`src/lli_pkg.sv`:
```
// Shared widths and the divider stage record for the line intersection pipeline.
package lli_pkg;

    localparam int COEF_WIDTH = 32;
    localparam int FRAC_BITS  = 16;
    localparam int FIELD_W    = 32;
    localparam int PROD_W     = 2 * COEF_WIDTH;
    localparam int NUM_W      = PROD_W + FRAC_BITS;
    localparam int HIGH_W     = NUM_W - COEF_WIDTH;
    localparam int IN_W       = 6 * FIELD_W;
    localparam int OUT_W      = 2 * FIELD_W;

    typedef struct packed {
        logic                    valid;
        logic                    hit;
        logic                    neg_x;
        logic                    neg_y;
        logic                    ovf_x;
        logic                    ovf_y;
        logic [PROD_W-1:0]       den;
        logic [PROD_W-1:0]       rem_x;
        logic [PROD_W-1:0]       rem_y;
        logic [COEF_WIDTH-1:0]   low_x;
        logic [COEF_WIDTH-1:0]   low_y;
        logic [COEF_WIDTH-1:0]   q_x;
        logic [COEF_WIDTH-1:0]   q_y;
    } t_div;

endpackage

```
`src/lli_div_step.sv`:
```
// One restoring division step for both coordinate quotients.
module lli_div_step (
    input  logic          i_clk,
    input  logic          i_rst_n,
    input  logic          i_en,
    input  lli_pkg::t_div i_stage,
    output lli_pkg::t_div o_stage
);

    localparam int CW = lli_pkg::COEF_WIDTH;
    localparam int PW = lli_pkg::PROD_W;

    lli_pkg::t_div n_s, r_s;
    logic [PW-1:0] tx, ty;
    logic          bx, by;

    always_comb begin
        n_s = i_stage;
        tx  = {i_stage.rem_x[PW-2:0], i_stage.low_x[CW-1]};
        ty  = {i_stage.rem_y[PW-2:0], i_stage.low_y[CW-1]};
        bx  = (tx >= i_stage.den);
        by  = (ty >= i_stage.den);
        n_s.rem_x = bx ? tx - i_stage.den : tx;
        n_s.rem_y = by ? ty - i_stage.den : ty;
        n_s.low_x = i_stage.low_x << 1;
        n_s.low_y = i_stage.low_y << 1;
        n_s.q_x   = {i_stage.q_x[CW-2:0], bx};
        n_s.q_y   = {i_stage.q_y[CW-2:0], by};
    end

    always_ff @(posedge i_clk) begin
        if (!i_rst_n) begin
            r_s.valid <= 1'b0;
        end else if (i_en) begin
            r_s.valid <= n_s.valid;
        end
    end

    always_ff @(posedge i_clk) begin
        if (i_en) begin
            r_s.hit   <= n_s.hit;
            r_s.neg_x <= n_s.neg_x;
            r_s.neg_y <= n_s.neg_y;
            r_s.ovf_x <= n_s.ovf_x;
            r_s.ovf_y <= n_s.ovf_y;
            r_s.den   <= n_s.den;
            r_s.rem_x <= n_s.rem_x;
            r_s.rem_y <= n_s.rem_y;
            r_s.low_x <= n_s.low_x;
            r_s.low_y <= n_s.low_y;
            r_s.q_x   <= n_s.q_x;
            r_s.q_y   <= n_s.q_y;
        end
    end

    assign o_stage = r_s;

endmodule

```
`config.mk`:
```
export PLATFORM = sky130hd
export DESIGN_NAME = lli_div_step
export DESIGN_NICKNAME = d
export VERILOG_FILES = /design/src/lli_pkg.sv /design/src/lli_div_step.sv
export SDC_FILE = /design/constraint.sdc
export NUM_CORES = 1
export LEC_CHECK = 0
export BUFFER_PORTS_ARGS = -buffer_cell sky130_fd_sc_hd__buf_2
export CAP_MARGIN = 0
export CORE_AREA = 2 2 254 256
export CTS_CLUSTER_DIAMETER = 120
export DETAILED_ROUTE_END_ITERATION = 12
export DIE_AREA = 0 0 256 258
export GPL_TIMING_DRIVEN = 0
export PLACE_DENSITY = 0.51
export SLEW_MARGIN = 10
export SYNTH_ARGS = -nofsm -noshare
export SYNTH_HDL_FRONTEND = slang
export SYNTH_SLANG_ARGS = --single-unit
```
`constraint.sdc`:
```
create_clock -name i_clk -period 3.8 [get_ports i_clk]
set_input_delay 0.76 -clock i_clk [delete_from_list [all_inputs] [get_ports i_clk]]
set_output_delay 0.76 -clock i_clk [all_outputs]
set_load 0.03 [all_outputs]
```
Word-level counts from Yosys, hierarchy flattened --
Cells that the tools add are included. W data, S select, Z words.
Operators by class: $lt $le $gt $ge 2, add/sub/neg operators 2, multiplexer cells 2
Operators by type and width (number):
- $ge A64 B64 Y1 | 2
- $mux W64 | 2
- $sub A64 B64 Y64 | 2
Storage, ports and cells: output and inout port bits 326, word-level logic and storage cells 19, bits of input ports 329, register bits after elaboration 324

Depth between registers and ports, before layout --
Gate-level depths: netlist of run 1.
depth after elaboration 2, depth in mapped cells 15

Worst setup path before layout of run 1 --
OpenSTA, ideal clock, no wires.
path kind input -> register, start input i_stage[95] (netlist name), end register r_s (netlist bit o_stage[184]), data pin, setup time 0.264 ns, cell stages on the path 14, path slack 0.101 ns, buffers on the path 2, data arrival time 3.435 ns, cells stage by stage inv_1 ha_1 fa_1 nand2b_1 a21oi_1 o21ai_1 a2111oi_1 nor3_1 o31ai_1 o211ai_2 buf_6 buf_4 nor4b_1 nor3_1
RTL lines:
- start, declared | RTL line lli_div_step.sv:6 | input lli_pkg::t_div i_stage,
- end, declared | RTL line lli_div_step.sv:13 | lli_pkg::t_div n_s, r_s;

==> results of run 1 <==
-- cell usage after synthesis (14+ instances only) --
master,number,area share
buf_2,23,0.0060
a31oi_1,19,0.0062
xnor2_1,66,0.030
xor2_1,47,0.022
nand3_1,26,0.0068
o21bai_1,26,0.010
clkbuf_1,44,0.0086
nand2_1,238,0.047
ha_1,128,0.084
nor2_1,88,0.017
a21o_1,60,0.024
inv_1,98,0.019
o21ai_0,189,0.050
nor2b_1,17,0.0056
nand2b_1,19,0.0062
nor3_1,34,0.0089
edfxtp_1,323,0.51
a21oi_1,152,0.040
nand4_1,46,0.015
or3_1,14,0.0046
-- per-layer routing --
layer,global-route usage,up-vias,routed length (um)
li1,-,8280,-
met1,0.294,8333,34300
met2,0.403,614,38900
met3,0.0665,121,5960
met4,0.0793,26,2700
met5,0,-,165
-- logic make-up (layout without fill, tap and decap cells) --
group,after synthesis,count (layout),synth area share
adders and majority gates,130,130,0.0859
AOI/OAI and AO/OA,561,561,0.179
buffers and inverters,182,921,0.0409
other,1,15,0.000196
DFF,324,324,0.509
and+or+nand+nor,521,521,0.126
xor gates and xnor gates,113,113,0.0518
muxes,14,14,0.00838
-- final timing paths --
check                            startpoint                         to
setup / recovery               i_stage[280]     o_stage[255]$_DFFE_PP_
hold / removal                  i_stage[94]      o_stage[95]$_DFFE_PP_
setup reg to reg  o_stage[325]$_SDFFE_PN0P_  o_stage[325]$_SDFFE_PN0P_
hold reg to reg   o_stage[325]$_SDFFE_PN0P_  o_stage[325]$_SDFFE_PN0P_
-- where the power goes --
part | switching, mW | internal [mW]
Sequential | 0.100 | 4.40
Clock | 1.59 | 2.02
Combinational | 2.49 | 1.17
Total | 4.18 | 7.59
-- through the flow --
stage	cell area, sq um	setup TNS, ps	utilization	setup slack [ps]	total power [mW]
after floorplan	19100	0	-	101	6.74
after global placement	23400	-1178650	0.368	-2990	8.08
after detailed placement	23500	-213620	0.370	-1910	8.06
after CTS	25200	0	0.396	1.57	11.9
after global routing	25400	0	0.400	5.92	12.3
final	25500	0	0.400	71.9	11.8
-- repair_timing --
item                       4_1_cts  5_1_grt
setup endpoints to repair      130      116
cloned                           1        0
setup buffers                   17        4
pin swaps                       18       16
resized for setup               70       53
-- critical path, delay by kind of cell --
family                   cells  cell delay (ps)
multiplexers                 1              290
XOR/XNOR                     1              170
buffers and inverters        4              600
AND/OR/NAND/NOR              2              500
AO/OA/AOI/OAI                6             1460
adder cells (fa/ha/maj)      1              240
-- layout make-up --
type,count,area (sq um)
flip-flops and latches,324,9720
fillers,6412,38200
inverters,99,375
repair buffers,675,3550
diodes,13,32.5
clock inverters,23,175
well taps,855,1070
clock buffers,50,1040
plain buffers,74,433
multi-input cells,1341,9060
==> results_dict.tcl, run 1 <==
set metrics [dict create \
    rsz0062_at_grt "no" \
    drc 0 \
    fin_nets 3014 \
    routed_wl_um 82100 \
    start_util 0.300 \
    core.rowCount 93 \
    postCtsHoldBufs 0 \
    portBuffers 648 \
    cts_root_buf "clkbuf_16" \
    period_share 0.981 \
    worst_hold_slack_ps 376 \
    fmax_ghz 0.268 \
    synth_seq_cells 324 \
    clk_path_buf_depth 3 \
    ys_seq_area_frac 0.509 \
    grt_pass1_wl_um 116000 \
    viasPerCell 5.03 \
    htreeDepth 2 \
    worstPathCellList "buf_2 -> inv_1 -> ha_1 -> clkbuf_1 -> a21oi_1 -> o21ai_0 -> a211oi_2 -> buf_4 -> o21ai_1 -> o311ai_2 -> nand3_2 -> nor3_4 -> o21ai_0 -> xor2_1 -> mux2_2" \
    tightestPinTransition_ps 725 \
    cp_common_cell "o21ai_0" \
    dp.cells 3355 \
    coreArea_sq_um 63600 \
    final_cells 3454 \
    die_h_um 258 \
    grt_pass1_vias 17200 \
    r2r_setup_slack_ps 3210 \
    final_common_cell "buf_2" \
    synth-edff-count 323 \
    max_cap_violations 0 \
    grt_max_degree 109 \
    largest_reg_flops 324 \
    die_w_um 256 \
    period_needed_ps 3730 \
    end_kind "register" \
    finalMaxSlewViolations 0 \
    cts_num_sinks 324 \
    async_flop_share 0 \
    ant_nets 0 \
    holdPathStages 1 \
    worst_ep_arrival_time_ps 4040 \
    place.gp.congestion 0.914 \
    drive_gt1_frac 0.334 \
    dieArea_sq_um 66000 \
    synth_area_sq_um 19100 \
    hpwl_um 67200 \
    vdd_drop_max_uv 308 \
    pin_count 655 \
    syn_area_per_cell_sq_um 10.4 \
    critPathRequiredTime_ps 4110 \
    cts_tree "built" \
    fin_skew_ps 0 \
    powerDensity_nw_per_um2 463 \
    num_vias 17400 \
    clk_latency_ps 550 \
    areaGrowthSynthToFinish_pct 33.2 \
    start_kind "primary input" \
    worstSetupPathType "primary input to register" \
    p_leak_nw 11.0 \
    final_cell_mix "665 x buf_2, 323 x edfxtp_1, 235 x nand2_1" \
    antenna_found_initial 25 \
    drt_iter0_markers 1011 \
    setup_viol 0 \
    cpMaxStageDelayCell "o311ai_2" \
    relSlewSlack 0.512 \
    syn_inst 1846 \
    synth-main-ff-cell "edfxtp_1" \
    wire_per_inst_um 23.8 \
    min_path_type "primary input to register" \
    hold_viol 0 \
    critPathMaxFanout 7 \
    worstRegToRegCells 2 \
    clk_pin_slew_worst_paths_ps 60 \
    track_usage 0.238 \
    yosysWarnings 0 \
    status "completed" \
    critical-path-max-stage-delay_ps 400 \
    cts_buffers 40 \
    grt_overflow 0 \
    drt_first_pass_iters 7 \
    ys_types 78 \
]
Note: power is estimated with default switching activity, not from simulation.
==> inputs of run 2 (changes only) <==
--- a/config.mk
+++ b/config.mk
@@ -5,14 +5,16 @@
 export SDC_FILE = /design/constraint.sdc
 export NUM_CORES = 1
 export LEC_CHECK = 0
+export ABC_AREA = 1
 export BUFFER_PORTS_ARGS = -buffer_cell sky130_fd_sc_hd__buf_2
 export CAP_MARGIN = 0
-export CORE_AREA = 2 2 254 256
+export CORE_AREA = 2 2 256 258
+export CTS_BUF_LIST = sky130_fd_sc_hd__clkbuf_2 sky130_fd_sc_hd__clkbuf_4 sky130_fd_sc_hd__clkbuf_8
 export CTS_CLUSTER_DIAMETER = 120
 export DETAILED_ROUTE_END_ITERATION = 12
-export DIE_AREA = 0 0 256 258
+export DIE_AREA = 0 0 258 260
 export GPL_TIMING_DRIVEN = 0
-export PLACE_DENSITY = 0.51
+export PLACE_DENSITY = 0.58
 export SLEW_MARGIN = 10
 export SYNTH_ARGS = -nofsm -noshare
 export SYNTH_HDL_FRONTEND = slang
==> constraint.sdc (replaced) <==
create_clock -name i_clk -period 3.3 [get_ports i_clk]
set_input_delay 0.66 -clock i_clk [delete_from_list [all_inputs] [get_ports i_clk]]
set_output_delay 0.66 -clock i_clk [all_outputs]
set_load 0.03 [all_outputs]
==> run 2 against run 1 <==
Against the previous run: worst setup slack improved by 280 ps; sequential share of layout area down 5.0 points; combinational power rose by 25%; non-clock buffer count fell by 70; final cell count increased by 46%; clock power down 1%; power is 13% higher; utilization up 5.7 points; critical path depth unchanged.
==> results_dict.tcl, run 2 <==
set metrics [dict create \
    powerDensity_nw_per_um2 455 \
    ys_seq_area_frac 0.409 \
    synthAdderAreaFrac 0.0690 \
    cpMaxStageDelayCell "ha_1" \
    async_flop_share 0 \
    areaGrowthSynthToFinish_pct 23.1 \
    clk_path_buf_depth 3 \
    holdPathStages 1 \
    drt_first_pass_iters 6 \
    cts_resized 0 \
    finalMaxSlewViolations 0 \
    core.rowCount 93 \
    period_share 0.894 \
    cts_root_buf "clkbuf_8" \
    postCtsHoldBufs 0 \
    total_power_mw 13.3 \
    drive_gt1_frac 0.203 \
    hpwl_um 86400 \
    die_h_um 260 \
    antenna_found_initial 10 \
    place.gp.congestion 0.986 \
    hold_viol 0 \
    largest_reg_flops 324 \
    syn_inst 3429 \
    worstSetupPathType "primary input to register" \
    worstPathCellList "buf_2 -> inv_1 -> ha_1 -> nand2_1 -> nor2_2 -> nand2_1 -> nor2_2 -> nand4_1 -> nand3_2 -> nand2_2 -> nand2_4 -> inv_2 -> buf_4 -> nand2_1 -> nand2_1" \
    critPathRequiredTime_ps 3670 \
    dp_worst_setup_slack_ps -265 \
    synth_top_family_by_area "simple AND/OR/NAND/NOR gates" \
    ys_types 33 \
    synth_compound_area_frac 0.0227 \
    combPwrFrac 0.343 \
    intPower_mw 8.16 \
    swShare 0.387 \
    coreArea_sq_um 64100 \
    post_cts_buffers 0 \
    num_vias 23900 \
    clk_pin_slew_worst_paths_ps 60 \
    drt_iter0_markers 1854 \
    synth_most_common_cell "nand2_1" \
    wire_per_inst_um 20.0 \
    drc 0 \
    dieArea_sq_um 67100 \
    relSlewSlack 0.577 \
    yosysTopAreaCellShare 0.408 \
    htreeDepth 2 \
    critical-path-max-stage-delay_ps 430 \
    viasPerCell 4.73 \
    cts_tree "built" \
    yosys.area_share.simple 0.348 \
    vdd_drop_max_uv 258 \
    end_kind "register" \
    synth_mux_area_frac 0 \
    synthTopCellsByCount "1505 x nand2_1, 739 x inv_1, 323 x edfxtp_1" \
    track_usage 0.291 \
    setup_viol 0 \
    fmax_ghz 0.339 \
    synth_top_area_cell "edfxtp_1" \
    synth-xor-area-share 0.0228 \
    worst_ep_arrival_time_ps 3320 \
    cts_buffers 57 \
    worstRegToRegCells 2 \
    p_sw_mw 5.16 \
    yosysWarnings 0 \
    portBuffers 648 \
    p_leak_nw 16.5 \
    start_util 0.371 \
    clk_latency_ps 650 \
    cp_common_cell "nand2_1" \
    final_common_cell "nand2_1" \
    fin_nets 4599 \
    status "completed" \
    synth_seq_cells 324 \
    seqPwrFrac 0.389 \
    grt_pass1_wl_um 142000 \
    routed_wl_um 101000 \
    synth-edff-count 323 \
    postLayoutCoreUtil 0.456 \
    fin_skew_ps 0 \
    synth-main-ff-cell "edfxtp_1" \
    period_needed_ps 2950 \
    final_cell_mix "1505 x nand2_1, 739 x inv_1, 660 x buf_2" \
    start_kind "primary input" \
    pin_count 655 \
    critPathMaxFanout 10 \
    syn_area_per_cell_sq_um 6.94 \
    setup_ws_ps 351 \
    die_w_um 258 \
    grt_overflow 0 \
    rsz0062_at_grt "no" \
    min_path_type "primary input to register" \
    cts_num_sinks 324 \
    p_clk_frac 0.268 \
    netlist_top_cells_area "edfxtp_1 41%, nand2_1 24%, inv_1 12%, ha_1 6.7%, nor2_1 3.5%" \
    grt_max_degree 107 \
    tightestPinTransition_ps 635 \
    nFillCells 6839 \
    grt_pass1_vias 22800 \
    synth_area_sq_um 23800 \
    max_cap_violations 0 \
    setup_tns_ps 0 \
    ant_nets 0 \
]
[run 2: path summary, 6_finish.rpt]
| path | slack, ps | startpoint | endpoint |
|---|---|---|---|
| setup / recovery | 350 | i_stage[285] | o_stage[154]$_DFFE_PP_ |
| hold reg to reg | 560 | o_stage[325]$_SDFFE_PN0P_ | o_stage[325]$_SDFFE_PN0P_ |
| hold / removal | 160 | i_stage[18] | o_stage[19]$_DFFE_PP_ |
| setup reg to reg | 2640 | o_stage[325]$_SDFFE_PN0P_ | o_stage[325]$_SDFFE_PN0P_ |
[run 2: area by class of cell]
type	instances	area, sq um	share of cell area
Clock buffer	67	860	0.0294
Buffer	28	231	0.00791
Sequential cell	324	9720	0.332
Antenna cell	6	15.0	0.000513
Timing Repair Buffer	651	3340	0.114
Tap cell	855	1070	0.0366
Clock inverter	33	199	0.00680
Inverter	755	2830	0.0968
Multi-Input combinational cell	2323	11000	0.376
[run 2: stage by stage]
| stage | std cells | hold slack [ps] | area [sq um] |
|---|---|---|---|
| floorplan | 3430 | 655 | 23800 |
| CTS | 5036 | 105 | 29300 |
| global placement | 4933 | 527 | 28100 |
| finish | 5042 | 158 | 29300 |
| global route | 5040 | 125 | 29300 |
| detailed placement | 4936 | 551 | 28200 |
[run 2: cell families after synthesis]
family	after synthesis
compound gates	105
xor+xnor	62
fa+ha+maj	130
buf+inv	783
flops	324
other cells	1
simple gates	2024
[run 2: worst max-delay path, delay by kind of cell]
kind                     cells  cell delay (ps)
adder cells (fa/ha/maj)      1              430
buffers and inverters        4              850
AND/OR/NAND/NOR             10             1360
[run 2: power groups by stage]
stage	clock [mW]	sequential (mW)	combinational (mW)
floorplan	0	6.16	1.98
global placement	0	5.29	4.54
detailed placement	0	5.26	4.54
CTS	3.67	5.18	4.56
global route	3.84	5.22	4.97
finish	3.57	5.18	4.57
[run 2: routing by layer]
| metal | GRT usage | vias to the layer above | part of all wire |
|---|---|---|---|
| met5 | 0 | - | 0.00026 |
| met1 | 0.361 | 10900 | 0.42 |
| li1 | - | 11900 | - |
| met4 | 0.129 | 4 | 0.047 |
| met2 | 0.505 | 865 | 0.48 |
| met3 | 0.0401 | 182 | 0.061 |
==> inputs of run 3 (changes only) <==
--- a/config.mk
+++ b/config.mk
@@ -15,6 +15,7 @@
 export DIE_AREA = 0 0 258 260
 export GPL_TIMING_DRIVEN = 0
 export PLACE_DENSITY = 0.58
+export RECOVER_POWER = 50
 export SLEW_MARGIN = 10
 export SYNTH_ARGS = -nofsm -noshare
 export SYNTH_HDL_FRONTEND = slang
==> run 3 against run 2 <==
Against the previous run: the flow now finishes with violations (capacitance limit, slew limit); sequential cell count unchanged; non-clock buffer count unchanged; fmax down 5.8%; register-to-register slack worse by 90 ps; power down 0.13%; critical path type unchanged; clock power about the same; utilization down 0.20 points; sequential share of layout area up 0.14 points; highest routed layer unchanged; via count about the same; worst hold slack worse by 3.0 ps; final cell count about the same.
==> results_dict.tcl, run 3 (synthesis results as in run 2) <==
set metrics [dict create \
    dieArea_sq_um 67100 \
    worst_ep_arrival_time_ps 3500 \
    cp_common_cell "nand2_1" \
    coreArea_sq_um 64100 \
    drive_gt1_frac 0.189 \
    cp_num_buf_inv 4 \
    core.rowCount 93 \
    drt_iter0_markers 1783 \
    post_cts_buffers 0 \
    track_usage 0.291 \
    setup_viol 0 \
    die_h_um 260 \
    areaGrowthSynthToFinish_pct 22.5 \
    grt_overflow 0 \
    grt_pass1_vias 22800 \
    tightestPinTransition_ps 2820 \
    num_vias 23900 \
    status "complete, but fails checks" \
    drt_first_pass_iters 5 \
    cts_num_sinks 324 \
    cts_tree "built" \
    total_power_mw 13.3 \
    clk_latency_ps 660 \
    worstPathCellList "clkbuf_1 -> inv_1 -> ha_1 -> nand2_2 -> nor2_2 -> nand2_1 -> nor2_2 -> nand4_1 -> nand3_2 -> nand2_2 -> nand2_4 -> inv_2 -> buf_4 -> nand2_1 -> nand2_1" \
    routed_wl_um 101000 \
    final_common_cell "nand2_1" \
    critPathRequiredTime_ps 3670 \
    min_path_type "primary input to register" \
    hpwl_um 86400 \
    p_leak_nw 16.4 \
    critPathMaxFanout 10 \
    cts_resized 0 \
    relSlewSlack -0.881 \
    rsz0062_at_grt "no" \
    final_cell_mix "1505 x nand2_1, 739 x inv_1, 599 x buf_2" \
    worstSetupPathType "primary input to register" \
    postLayoutCoreUtil 0.455 \
    cts_buffers 57 \
    max_cap_violations 2 \
    fin_skew_ps 0 \
    pin_count 655 \
    postCtsHoldBufs 0 \
    die_w_um 258 \
    viasPerCell 4.74 \
    drc 0 \
    cpMaxStageDelayCell "clkbuf_1" \
    portBuffers 648 \
    htreeDepth 2 \
    grt_max_degree 107 \
    vdd_drop_max_uv 259 \
    fmax_ghz 0.319 \
    clk_pin_slew_worst_paths_ps 60 \
    powerDensity_nw_per_um2 456 \
    hold_viol 0 \
    fin_nets 4599 \
    clk_path_buf_depth 3 \
    wire_per_inst_um 20.0 \
    period_needed_ps 3130 \
    grt_pass1_wl_um 142000 \
    place.gp.congestion 0.986 \
    setup_tns_ps 0 \
    finalMaxSlewViolations 193 \
    period_share 0.949 \
    start_kind "primary input" \
    violations "capacitance limit, slew limit" \
    antenna_found_initial 10 \
    end_kind "register" \
    cts_root_buf "clkbuf_8" \
    largest_reg_flops 324 \
    ant_nets 0 \
    crit_family "simple AND/OR/NAND/NOR gates" \
    critical-path-max-stage-delay_ps 440 \
    start_util 0.371 \
]
run 3: cell types whose count changed in the layout (fill, tap and decap cells not counted):
| cell | previous run | this run |
|---|---|---|
| buf_1 | 0 | 2 |
| buf_16 | 3 | 1 |
| buf_2 | 660 | 599 |
| clkbuf_1 | 0 | 59 |
| clkbuf_2 | 0 | 2 |
| diode_2 | 6 | 4 |
run 3: through the flow:
| step | setup slack [ps] | instances | area, sq um | hold slack (ps) |
|---|---|---|---|---|
| detailed placement | -265 | 4936 | 28200 | 551 |
| CTS | 453 | 5036 | 29300 | 105 |
| global route | 143 | 5040 | 29100 | 125 |
| global placement | -3560 | 4933 | 28100 | 527 |
| finish | 169 | 5040 | 29100 | 155 |
| floorplan | 649 | 3430 | 23800 | 655 |
run 3: area by class of cell:
class	count	area [sq um]
Clock inverter	33	199
Multi-Input combinational cell	2323	11000
Tap cell	855	1070
Fill cell	6883	35000
Timing Repair Buffer	651	3210
Clock buffer	67	860
Antenna cell	4	10.0
Inverter	755	2830
Sequential cell	324	9720
Buffer	28	231
run 3: final timing paths:
check / startpoint / end / slack [ps] / cells past startpoint
worst max-delay path: i_stage[283] / o_stage[154]$_DFFE_PP_ / 170 / 15
worst min-delay path: i_stage[9] / o_stage[10]$_DFFE_PP_ / 160 / 1
worst max register to register: o_stage[325]$_SDFFE_PN0P_ / o_stage[325]$_SDFFE_PN0P_ / 2550 / 2
worst min register to register: o_stage[325]$_SDFFE_PN0P_ / o_stage[325]$_SDFFE_PN0P_ / 560 / 2
run 3: where the power goes:
| part | internal (mW) | switching, mW | total, mW |
|---|---|---|---|
| registers | 5.07 | 0.114 | 5.19 |
| logic | 1.27 | 3.29 | 4.55 |
| clock network | 1.81 | 1.75 | 3.56 |
| total | 8.15 | 5.15 | 13.3 |
run 3: per-layer routing:
layer | global-route usage | wire length (um)
met1 | 0.361 | 41900
met2 | 0.505 | 47900
met3 | 0.0401 | 6260
met4 | 0.129 | 4770
met5 | 0 | 26
