## config.mk

```make
export PLATFORM = sky130hd
export DESIGN_NAME = lli_back
export DESIGN_NICKNAME = d
export VERILOG_FILES = /design/src/lli_pkg.sv /design/src/lli_back.sv
export SDC_FILE = /design/constraint.sdc
export NUM_CORES = 1
export LEC_CHECK = 0
export BUFFER_PORTS_ARGS = -buffer_cell sky130_fd_sc_hd__buf_2
export CAP_MARGIN = 10
export CORE_AREA = 5 5 149 151
export CTS_CLUSTER_SIZE = 10
export DETAILED_ROUTE_END_ITERATION = 8
export DIE_AREA = 0 0 154 156
export SLEW_MARGIN = 20
export SYNTH_ARGS = -nofsm -noshare
export SYNTH_HDL_FRONTEND = slang
export SYNTH_SLANG_ARGS = --single-unit
```

## constraint.sdc

```tcl
create_clock -name i_clk -period 2.4 [get_ports i_clk]
set_input_delay 0.12 -clock i_clk [delete_from_list [all_inputs] [get_ports i_clk]]
set_output_delay 0.12 -clock i_clk [all_outputs]
set_load 0.01 [all_outputs]
```

## src/lli_pkg.sv

```systemverilog
// Shared widths and the divider stage record for the line intersection pipeline.
package lli_pkg;

    localparam int COEF_WIDTH = 32;
    localparam int FRAC_BITS  = 16;
    localparam int FIELD_W    = 32;
    localparam int PROD_W     = 2 * COEF_WIDTH;
    localparam int NUM_W      = PROD_W + FRAC_BITS;
    localparam int HIGH_W     = NUM_W - COEF_WIDTH;
    localparam int IN_W       = 6 * FIELD_W;
    localparam int OUT_W      = 2 * FIELD_W;

    typedef struct packed {
        logic                    valid;
        logic                    hit;
        logic                    neg_x;
        logic                    neg_y;
        logic                    ovf_x;
        logic                    ovf_y;
        logic [PROD_W-1:0]       den;
        logic [PROD_W-1:0]       rem_x;
        logic [PROD_W-1:0]       rem_y;
        logic [COEF_WIDTH-1:0]   low_x;
        logic [COEF_WIDTH-1:0]   low_y;
        logic [COEF_WIDTH-1:0]   q_x;
        logic [COEF_WIDTH-1:0]   q_y;
    } t_div;

endpackage

```

## src/lli_back.sv

```systemverilog
// Sign, saturation and the output register.
module lli_back (
    input  logic                     i_clk,
    input  logic                     i_rst_n,
    input  logic                     i_en,
    input  lli_pkg::t_div            i_stage,
    output logic                     o_valid,
    output logic [lli_pkg::OUT_W-1:0] o_data,
    output logic [1:0]               o_user
);

    localparam int CW = lli_pkg::COEF_WIDTH;
    localparam int FW = lli_pkg::FIELD_W;
    localparam logic [CW-1:0] MAXV = {1'b0, {(CW-1){1'b1}}};
    localparam logic [CW-1:0] MINV = {1'b1, {(CW-1){1'b0}}};

    logic          r_valid, r_hit, r_ovf;
    logic [FW-1:0] r_x, r_y;
    logic [CW-1:0] vx, vy;
    logic          sx, sy;

    always_comb begin
        if (i_stage.neg_x) begin
            sx = i_stage.ovf_x || (i_stage.q_x > MINV);
            vx = sx ? MINV : -i_stage.q_x;
        end else begin
            sx = i_stage.ovf_x || (i_stage.q_x > MAXV);
            vx = sx ? MAXV : i_stage.q_x;
        end
        if (i_stage.neg_y) begin
            sy = i_stage.ovf_y || (i_stage.q_y > MINV);
            vy = sy ? MINV : -i_stage.q_y;
        end else begin
            sy = i_stage.ovf_y || (i_stage.q_y > MAXV);
            vy = sy ? MAXV : i_stage.q_y;
        end
    end

    always_ff @(posedge i_clk) begin
        if (!i_rst_n) begin
            r_valid <= 1'b0;
        end else if (i_en) begin
            r_valid <= i_stage.valid;
        end
    end

    always_ff @(posedge i_clk) begin
        if (i_en) begin
            r_hit <= i_stage.hit;
            r_ovf <= i_stage.hit && (sx || sy);
            r_x   <= i_stage.hit ? FW'(signed'(vx)) : '0;
            r_y   <= i_stage.hit ? FW'(signed'(vy)) : '0;
        end
    end

    assign o_valid = r_valid;
    assign o_data  = {r_y, r_x};
    assign o_user  = {r_ovf, r_hit};

endmodule

```

## Word-level counts from Yosys, hierarchy flattened

Index checks and enable logic that the tools add are counted.

| operators by class | value |
|---|---|
| bitwise logic cells | 0 |
| shift operators | 0 |
| multiplexer cells | 8 |
| equality and inequality tests | 0 |
| multiply operators | 0 |
| div/mod/pow operators | 0 |
| magnitude comparators | 4 |
| reduce and logical (&&, ||, !) cells | 6 |
| $add $sub $neg | 2 |

Operators by type and width:

| operator | count |
|---|---|
| 32-bit 2-to-1 mux | 6 |
| 32-bit by 31-bit > comparator with 1-bit output, second input constant | 2 |
| 32-bit > comparator, second input constant | 2 |
| 32-bit negation | 2 |
| 1-bit logical OR | 5 |
| 1-bit 2-to-1 mux | 2 |
| 1-bit logical AND | 1 |

| word-level totals | value |
|---|---|
| ROM bits | 0 |
| latch bits | 0 |
| memories | 0 |
| logic and storage cells | 25 |
| bits in registers | 67 |
| output and inout port bits | 67 |
| input port bits | 329 |
| RAM bits | 0 |

## Longest topological paths before layout

Gate-level depths: netlist of run 1.

| logic depth | value |
|---|---|
| depth in word-level cells | 5 |
| depth in mapped cells | 10 |
| gate-level depth less buffers | 7 |

## Worst setup path before layout of run 1

No wires, ideal clock.

| path | value |
|---|---|
| kind | input port to flip-flop |
| from | in i_stage[0] in the netlist's numbering |
| to | reg r_y[22] (data pin) |
| setup slack | -0.007 ns |
| setup time | 0.158 ns |
| required time | 2.242 ns |
| buffers on the path | 2 |
| stages on the path | 9 |
| data arrival time | 2.249 ns |
| cells stage by stage | inv_1 > ha_1 > or4b_2 > or4_1 > o31ai_4 > o21ai_2 > buf_6 > buf_6 > a211oi_2 |

| between the ends | value |
|---|---|
| longest elaborated chain between the ends | 4 |
| elaborated cells on any way between the ends | 8 |
| classes of those cells | add/sub (1); order compare (2); mux (3); reduce/logical (2) |

RTL lines:

| item | line | RTL |
|---|---|---|
| from (decl) | lli_back.sv:6 | `input lli_pkg::t_div i_stage,` |
| 32-bit by 31-bit > comparator with 1-bit output or 32-bit > comparator (tied branches) | lli_back.sv:34, lli_back.sv:31 |  |
| 1-bit logical OR, on equally long branches | lli_back.sv:34, lli_back.sv:31 |  |
| 32-bit 2-to-1 mux, on equally long branches | lli_back.sv:35, lli_back.sv:32 |  |
| 32-bit 2-to-1 mux * | lli_back.sv:30 | `if (i_stage.neg_y) begin` |
| to (signal assigned) | lli_back.sv:52 | `r_y <= i_stage.hit ? FW'(signed'(vy)) : '0;` |
| to (decl) | lli_back.sv:18 | `logic [FW-1:0] r_x, r_y;` |

Mark *: on every way between the ends. The rest lies on a longest branch, timed or not.
A chain may end at the register's enable or synchronous reset.

## Worst setup path after layout of run 1

| path | value |
|---|---|
| from | in i_stage[1] in the netlist's numbering |
| to | reg r_y[7] (data pin) |

Same word-level chain as after synthesis.

==> results of run 1 <==
[flip-flops by register name, indices dropped and copies added, names as in the netlist]
signal and cells:
o_valid 1, r_ovf 1, r_y 32, r_x 32
r_hit 1
[synthesized netlist by cell type (all sizes together), types with 2 or more instances]
master,instances
o211a,3
or3,6
nand2,35
nor4b,2
mux2i,4
o211ai,3
a21oi,49
xnor2,2
a311oi,16
a211oi,11
nand3,19
nor4,20
edfxtp,66
a211o,3
o311a,5
o31ai,6
a31oi,11
or4,16
o31a,3
nand4,17
nor4bb,2
inv,10
nand4b,2
nand2b,4
o21a,2
nor2,57
or2,7
nor3,25
buf,11
o22ai,12
clkbuf,24
o21ai,15
ha,2
or4b,2
[metal layers]
metal	global-route usage	share of wire	vias up
met5	0	0.00074	-
met4	0.0370	0.014	2
met3	0.0607	0.11	19
met2	0.202	0.41	226
met1	0.200	0.46	2274
li1	-	-	2310
[final cells by class]
type | count | area (sq um)
flip-flops and latches | 67 | 2000
multi-input cells | 372 | 2250
well taps | 275 | 344
diodes | 1 | 2.50
clock buffers | 10 | 229
fillers | 2212 | 14500
repair buffers | 214 | 1290
inverters | 11 | 41.3
clock inverters | 6 | 80.1
[worst max-delay path by stage]
stage / start / end / slack (ns)
2_1_floorplan: i_stage[0] / r_y[22] / 0.05
3_3_place_gp: i_stage[1] / r_y[20] / -0.19
3_5_place_dp: i_stage[1] / r_y[24] / -0.21
4_1_cts: i_stage[1] / r_y[20] / 0.15
5_1_grt: i_stage[1] / r_y[7] / 0.04
6_report: i_stage[1] / r_y[7] / 0.16
[cells in the final DEF (no fill, tap or decap), drive strengths merged, types with 15 or more instances in the layout]
cell type / netlist / layout
or4: 16 / 16
nor2: 57 / 57
a21oi: 49 / 49
nor4: 20 / 20
edfxtp: 66 / 66
nand4: 17 / 17
a311oi: 16 / 16
nand3: 19 / 19
nand2: 35 / 35
buf: 11 / 213
nor3: 25 / 25
o21ai: 15 / 15
[tightest hold or removal path: stages]
cell and delay (ns):
buf_2 0.07, mux2i_1 0.05, nor2b_1 0.10
[through the flow]
| step | cell area (sq um) | power (W) |
|---|---|---|
| 2_1_floorplan | 4460 | 0.00173 |
| 3_3_place_gp | 5910 | 0.00213 |
| 3_5_place_dp | 5910 | 0.00213 |
| 4_1_cts | 6230 | 0.00358 |
| 5_1_grt | 6230 | 0.00371 |
| 6_report | 6230 | 0.00354 |
[cells by family (layout without fill, tap and decap cells)]
group	after synthesis	in the layout	synth area share
AOI/OAI and AO/OA	142	142	0.218
xor gates and xnor gates	3	3	0.00590
adders and majority gates	2	2	0.00561
buffers and inverters	46	241	0.0469
DFF	67	67	0.449
muxes	4	4	0.00898
other	0	1	0
and+or+nand+nor	221	221	0.266
[power by group through the flow]
stage	clock, W	combinational, W	sequential (W)
floorplan	0	0.000220	0.00151
global placement	0	0.000646	0.00148
detailed placement	0	0.000651	0.00148
CTS	0.00147	0.000656	0.00146
global route	0.00154	0.000714	0.00146
finish	0.00144	0.000650	0.00145
==> impl_metrics.env, run 1 <==
export IMPL_place_inst=938
export IMPL_synth_seq_cells=67
export IMPL_min_path_cells=3
export IMPL_tns_ns=0
export IMPL_avgRoutedWirePerCell_microns=18.3
export IMPL_maxSlewHeadroom=0.537
export IMPL_fp_row_count=53
export IMPL_p_per_area_nw_per_um2=568
export IMPL_max_freq_mhz=447
export IMPL_clock_sinks=67
export IMPL_drv_slew=0
export IMPL_synthTopCellsByArea="edfxtp_1, a21oi_1, nor2_1"
export IMPL_avgViaCountPerCell=5.05
export IMPL_synth_area_per_cell_sq_um=9.19
export IMPL_area_growth_pct=39.9
export IMPL_regToRegSetupSlack_ns=1.82
export IMPL_worstPathArrival_ns=2.44
export IMPL_maxCapViolations=0
export IMPL_status="finished clean"
export IMPL_ys_seq_area_frac=0.449
export IMPL_min_from="i_stage[325]"
export IMPL_drt_pass1_iterations=5
export IMPL_grt_pass1_wl_mm=26.9
export IMPL_grt_util_all_layers=0.143
export IMPL_dp_hpwl_mm=13.5
export IMPL_layout_setup_ws_ns=0.164
export IMPL_htree_num_levels=3
export IMPL_clk_pin_slew_ns=0.06
export IMPL_whs_ns=0.0526
export IMPL_fin_cells=956
export IMPL_yosysTopAreaCellShare=0.445
export IMPL_sw_frac_of_total=0.275
export IMPL_cts_buffers=9
export IMPL_grt_max_degree=39
export IMPL_cellInternalPower_w=0.00257
export IMPL_dieWidth_microns=154
export IMPL_syn_nets=816
export IMPL_post_cts_resized=0
export IMPL_min_period_ns=2.24
export IMPL_hold_violations=0
export IMPL_path_buf_inv=4
export IMPL_critical_path_peak_fanout=9
export IMPL_yosysTopAreaCell="edfxtp_1"
export IMPL_coreArea_sq_um=20700
export IMPL_pwr_share_seq=0.411
export IMPL_synth_area_sq_um=4460
export IMPL_min_period_over_period=0.932
export IMPL_grt_setup_unrepaired="false"
export IMPL_antenna_found_initial=4
export IMPL_p_leak_nw=2.36
export IMPL_vias=4831
export IMPL_num_io_pins=396
export IMPL_cp_required_ns=2.61
export IMPL_min_to="o_valid"
export IMPL_power_frac_comb=0.184
export IMPL_rr_worst_depth=2
export IMPL_dp_slack_ns=-0.214
export IMPL_finClkSkew_ns=0
export IMPL_gp_congestion=0.895
export IMPL_yosysWarnings=0
export IMPL_cp_slowest_cell="or4b_2"
export IMPL_synth_main_ff_cell="edfxtp_1"
export IMPL_hold_path_class="input port to flip-flop"
export IMPL_clkPwrFrac=0.406
export IMPL_ant_nets=0
export IMPL_utilization=0.301
export IMPL_cp_end_kind="flip-flop"
export IMPL_drc=0
export IMPL_drtIter0Drc=322
export IMPL_drt_total_wl_mm=17.5
export IMPL_synthCells=485
export IMPL_rr_endpoint="o_valid"
export IMPL_critPathTopFamily="simple AND/OR/NAND/NOR gates"
export IMPL_cts_tree="done"
export IMPL_cts_setup_buffers=0
export IMPL_drive_above_1_share=0.365
export IMPL_cts_path_max_buffers=2
export IMPL_insertion_delay_ns=0.33
export IMPL_hold_buffers=1
export IMPL_initial_core_util=0.215
export IMPL_timing_rr_start="o_valid"
export IMPL_setup_violations_final=0
export IMPL_tightest_slew_ns=0.692
export IMPL_async_reset_ff_frac=0
export IMPL_finalNetCount=1006
export IMPL_switchingPower_w=0.000973
export IMPL_io_buffers=139
export IMPL_cts_root_buf="clkbuf_16"
export IMPL_synth_edff_count=66
export IMPL_dieArea_sq_um=24000
export IMPL_cp_depth=10
export IMPL_grt_pass1_vias=4708
export IMPL_overflow=0
export IMPL_ir_drop_mv=0.383
export IMPL_slowest_delay_ns=0.60
export IMPL_crit_type="input port to flip-flop"
export IMPL_die_h_microns=156
export IMPL_startpoint_type="input port"
export IMPL_path_cells="buf_2 -> inv_1 -> ha_1 -> or4b_2 -> or4_4 -> o31ai_4 -> o21ai_2 -> buf_12 -> a311oi_1 -> buf_4"
export IMPL_ys_types=59
Note: power is estimated with default switching activity, not from simulation.
==> run 2: changes to the inputs <==
- MAX_ROUTING_LAYER: default -> met4
==> impl_metrics.env, run 2 (same netlist as run 1, synthesis figures left out) <==
export IMPL_num_io_pins=396
export IMPL_path_buf_inv=4
export IMPL_grt_util_all_layers=0.147
export IMPL_p_leak_nw=2.36
export IMPL_reg_largest_list="r_x x32, r_y x32"
export IMPL_drt_pass1_iterations=4
export IMPL_gp_congestion=0.910
export IMPL_min_from="i_stage[325]"
export IMPL_coreArea_sq_um=20700
export IMPL_max_freq_mhz=447
export IMPL_drt_total_wl_mm=17.5
export IMPL_startpoint_type="input port"
export IMPL_min_to="o_valid"
export IMPL_p_per_area_nw_per_um2=567
export IMPL_worstPathArrival_ns=2.41
export IMPL_rr_endpoint="o_valid"
export IMPL_rr_worst_depth=2
export IMPL_finClkSkew_ns=0
export IMPL_initial_core_util=0.215
export IMPL_power_w=0.00354
export IMPL_nFillCells=2212
export IMPL_overflow=0
export IMPL_maxSlewHeadroom=0.534
export IMPL_finalNetCount=1006
export IMPL_fin_cells=957
export IMPL_maxCapViolations=0
export IMPL_dieWidth_microns=154
export IMPL_avgViaCountPerCell=5.02
export IMPL_place_inst=938
export IMPL_vias=4807
export IMPL_grt_setup_unrepaired="false"
export IMPL_cts_buffers=9
export IMPL_htree_num_levels=3
export IMPL_crit_type="input port to flip-flop"
export IMPL_io_buffers=139
export IMPL_layout_commonest_cell="buf_2"
export IMPL_placed_cell_area_sq_um=5910
export IMPL_clk_pin_slew_ns=0.06
export IMPL_drv_slew=0
export IMPL_path_cells="buf_2 -> inv_1 -> ha_1 -> or4b_2 -> or4_4 -> o31ai_4 -> o21ai_2 -> buf_4 -> buf_4 -> a211oi_2"
export IMPL_tns_ns=0
export IMPL_tightest_slew_ns=0.697
export IMPL_min_period_ns=2.24
export IMPL_fp_row_count=53
export IMPL_layout_common_cells="buf_2, buf_4, edfxtp_1"
export IMPL_drive_above_1_share=0.365
export IMPL_cts_setup_buffers=0
export IMPL_setup_violations_final=0
export IMPL_insertion_delay_ns=0.33
export IMPL_critical_path_peak_fanout=11
export IMPL_grt_max_degree=39
export IMPL_regToRegSetupSlack_ns=1.82
export IMPL_dp_hpwl_mm=13.5
export IMPL_slowest_delay_ns=0.60
export IMPL_dieArea_sq_um=24000
export IMPL_grt_pass1_wl_mm=26.9
export IMPL_die_h_microns=156
export IMPL_avgRoutedWirePerCell_microns=18.3
export IMPL_drc=0
export IMPL_layout_setup_ws_ns=0.163
export IMPL_cpMostUsedCell="buf_4"
export IMPL_min_path_cells=3
export IMPL_cts_root_buf="clkbuf_16"
export IMPL_min_period_over_period=0.932
export IMPL_area_growth_pct=39.9
export IMPL_cp_end_kind="flip-flop"
export IMPL_cts_path_max_buffers=2
export IMPL_cp_slowest_cell="or4b_2"
export IMPL_cp_required_ns=2.57
export IMPL_critPathTopFamily="simple AND/OR/NAND/NOR gates"
export IMPL_cts_tree="done"
export IMPL_ant_nets=0
export IMPL_timing_rr_start="o_valid"
export IMPL_stdcell_area_sq_um=6240
export IMPL_grt_pass1_vias=4710
export IMPL_status="finished clean"
export IMPL_antenna_found_initial=4
export IMPL_hold_path_class="input port to flip-flop"
export IMPL_clock_sinks=67
export IMPL_ir_drop_mv=0.379
export IMPL_hold_violations=0
export IMPL_drtIter0Drc=327
export IMPL_dp_slack_ns=-0.214
==> run 2: changes by cell type in the layout (fill, tap and decap cells not counted), sizes merged <==
cell and change:
diode +1
==> run 2: how the worst max path moves through the flow <==
stage               startpoint  endpoint  slack (ns)  cells past startpoint
floorplan           i_stage[0]   r_y[22]        0.05                      9
global placement    i_stage[1]   r_y[20]       -0.19                     10
detailed placement  i_stage[1]   r_y[24]       -0.21                      9
CTS                 i_stage[1]   r_y[20]        0.15                     10
global route        i_stage[1]    r_y[7]        0.04                     10
finish              i_stage[1]   r_y[22]        0.16                     10
==> run 2: what timing repair did <==
action                                 in CTS  in global routing
setup endpoints to repair                   0                  0
endpoints found under the hold margin       1                  0
gates resized for setup                     0                  0
hold buffers                                1                  0
==> run 2: through the flow <==
| stage | hold WS, ns | utilization |
|---|---|---|
| after global routing | 0.123 | 0.301 |
| after CTS | 0.0360 | 0.301 |
| after floorplan | 0.219 | - |
| after detailed placement | 0.351 | 0.286 |
| final | 0.0539 | 0.301 |
| after global placement | 0.337 | 0.286 |
==> run 2: cell type report <==
class	instances	area (sq um)	area share
clock inverters	6	80.1	0.0128
repair buffers	214	1290	0.206
well taps	275	344	0.0552
diodes	2	5.00	0.000802
clock buffers	10	229	0.0367
inverters	11	41.3	0.00662
flip-flops and latches	67	2000	0.321
multi-input cells	372	2250	0.361
==> run 2: worst reg2reg max path, stage by stage, from the launching register on <==
cell     delay, ns
dfxtp_1       0.30
mux2i_1       0.12
nor2b_1       0.06
==> run 2: power breakdown <==
part	internal (W)	total, W	switching (W)
sequential	0.00140	0.00145	0.0000496
clock	0.000902	0.00143	0.000531
combinational	0.000261	0.000652	0.000391
total	0.00257	0.00354	0.000972
==> run 2: layer usage <==
metal | global-route usage | part of all wire
met5 | - | 0
met2 | 0.202 | 0.42
met4 | 0.0370 | 0.010
met1 | 0.207 | 0.48
met3 | 0.0510 | 0.090
==> run 3: changes to the inputs <==
- CORE_AREA: 5 5 149 151 -> 2 2 155 157
- DIE_AREA: 0 0 154 156 -> 0 0 157 159
==> impl_metrics.env, run 3 (same netlist as run 1, synthesis figures left out) <==
export IMPL_diodes=0
export IMPL_drive_above_1_share=0.389
export IMPL_io_buffers=139
export IMPL_gr_usage_met1=0.205
export IMPL_startpoint_type="input port"
export IMPL_hold_violations=0
export IMPL_grt_pass1_wl_mm=26.9
export IMPL_area_growth_pct=44.9
export IMPL_crit_type="input port to flip-flop"
export IMPL_initial_core_util=0.192
export IMPL_vias=4879
export IMPL_min_period_ns=2.30
export IMPL_antenna_found_initial=1
export IMPL_finalNetCount=1020
export IMPL_cts_buffers=9
export IMPL_status="finished clean"
export IMPL_grt_use_met2=0.197
export IMPL_reg_largest_list="r_x x32, r_y x32"
export IMPL_multi_input_area_sq_um=2290
export IMPL_finClkSkew_ns=0
export IMPL_dieArea_sq_um=25000
export IMPL_critical_path_peak_fanout=9
export IMPL_cp_end_kind="flip-flop"
export IMPL_cts_path_max_buffers=2
export IMPL_drt_pass1_iterations=6
export IMPL_num_io_pins=396
export IMPL_grt_busiest_layer="met1"
export IMPL_htree_num_levels=3
export IMPL_gp_congestion=0.896
export IMPL_clk_pin_slew_ns=0.06
export IMPL_nFillCells=2493
export IMPL_ant_nets=0
export IMPL_worstPathArrival_ns=2.51
export IMPL_stdcell_area_sq_um=6460
export IMPL_setup_violations_final=0
export IMPL_p_per_area_nw_per_um2=571
export IMPL_die_h_microns=159
export IMPL_cp_required_ns=2.61
export IMPL_p_leak_nw=2.45
export IMPL_grt_util_all_layers=0.146
export IMPL_met3_usage=0.0555
export IMPL_drv_slew=0
export IMPL_fp_row_count=56
export IMPL_layout_commonest_cell="buf_2"
export IMPL_grt_pass1_vias=4712
export IMPL_avgRoutedWirePerCell_microns=17.5
export IMPL_insertion_delay_ns=0.33
export IMPL_tightest_slew_ns=0.692
export IMPL_utilization=0.278
export IMPL_max_freq_mhz=435
export IMPL_grt_setup_unrepaired="false"
export IMPL_regArea_sq_um=2000
export IMPL_drt_total_wl_mm=17.7
export IMPL_drc=0
export IMPL_min_period_over_period=0.957
export IMPL_dieWidth_microns=157
export IMPL_maxSlewHeadroom=0.538
export IMPL_layout_common_cells="buf_2, buf_4, edfxtp_1"
export IMPL_placed_cell_area_sq_um=6060
export IMPL_ir_drop_mv=0.292
export IMPL_maxCapViolations=0
export IMPL_coreArea_sq_um=23200
export IMPL_hold_path_class="input port to flip-flop"
export IMPL_overflow=0
export IMPL_drtIter0Drc=296
export IMPL_dp_hpwl_mm=13.4
export IMPL_avgViaCountPerCell=4.82
export IMPL_grt_max_degree=56
export IMPL_cts_root_buf="clkbuf_16"
export IMPL_cts_tree="done"
export IMPL_cts_setup_buffers=0
export IMPL_clock_sinks=67
-- run 3: cell types whose count changed in the layout (fill, tap and decap cells not counted), moves of 2 or more --
cell,previous run,this run
a311oi_2,1,6
clkinv_1,3,1
diode_2,2,0
buf_4,72,86
a311oi_1,15,10
-- run 3: final cells by class --
| class | count | share of cell area |
|---|---|---|
| timing repair buffer | 228 | 0.214 |
| clock buffer | 10 | 0.0355 |
| tap | 319 | 0.0618 |
| multi-input combinational | 372 | 0.355 |
| clock inverter | 6 | 0.0174 |
| inverter | 11 | 0.00639 |
| sequential | 67 | 0.310 |
-- run 3: path summary, 6_finish.rpt --
check                                   from      end  slack [ns]  cells after the start
worst min-delay path            i_stage[325]  o_valid        0.05                      3
worst max register to register       o_valid  o_valid        1.82                      2
worst min register to register       o_valid  o_valid        0.52                      2
worst max-delay path              i_stage[0]  r_y[19]        0.10                     10
-- run 3: timing repair --
item | 4_1_cts | 5_1_grt
hold buffers | 1 | 0
endpoints found under the setup margin | 1 | 6
gates cloned | 0 | 0
hold endpoints to repair | 1 | 0
resized for setup | 1 | 7
-- run 3: metrics by stage --
step | setup TNS [ns] | std cells | power (W) | worst slack [ns] | hold slack (ns)
3_5_place_dp | -3.65 | 996 | 0.00213 | -0.375 | 0.342
2_1_floorplan | 0 | 485 | 0.00173 | 0.0456 | 0.219
5_1_grt | 0 | 1013 | 0.00387 | 0.0109 | 0.0550
4_1_cts | 0 | 1013 | 0.00374 | 0.0627 | 0.0325
3_3_place_gp | -3.07 | 996 | 0.00214 | -0.371 | 0.332
6_report | 0 | 1013 | 0.00369 | 0.102 | 0.0500
-- run 3: per-layer routing --
layer	wire length [microns]	up-vias
li1	-	2333
met1	8500	2307
met2	7200	222
met3	1790	17
met4	232	0
met5	0	-
-- run 3: worst max-delay path, stage by stage --
cell and delay (ns):
buf_2 0.12, inv_1 0.06, ha_1 0.15, or4b_2 0.61, or4_4 0.52, o31ai_4 0.21
o21ai_2 0.10, buf_4 0.20, nor3_4 0.25, buf_4 0.15
-- run 3: where the power goes --
| part | total [W] | switching [W] | internal [W] |
|---|---|---|---|
| logic | 0.000674 | 0.000401 | 0.000273 |
| clock network | 0.00156 | 0.000544 | 0.00102 |
| registers | 0.00145 | 0.0000487 | 0.00140 |
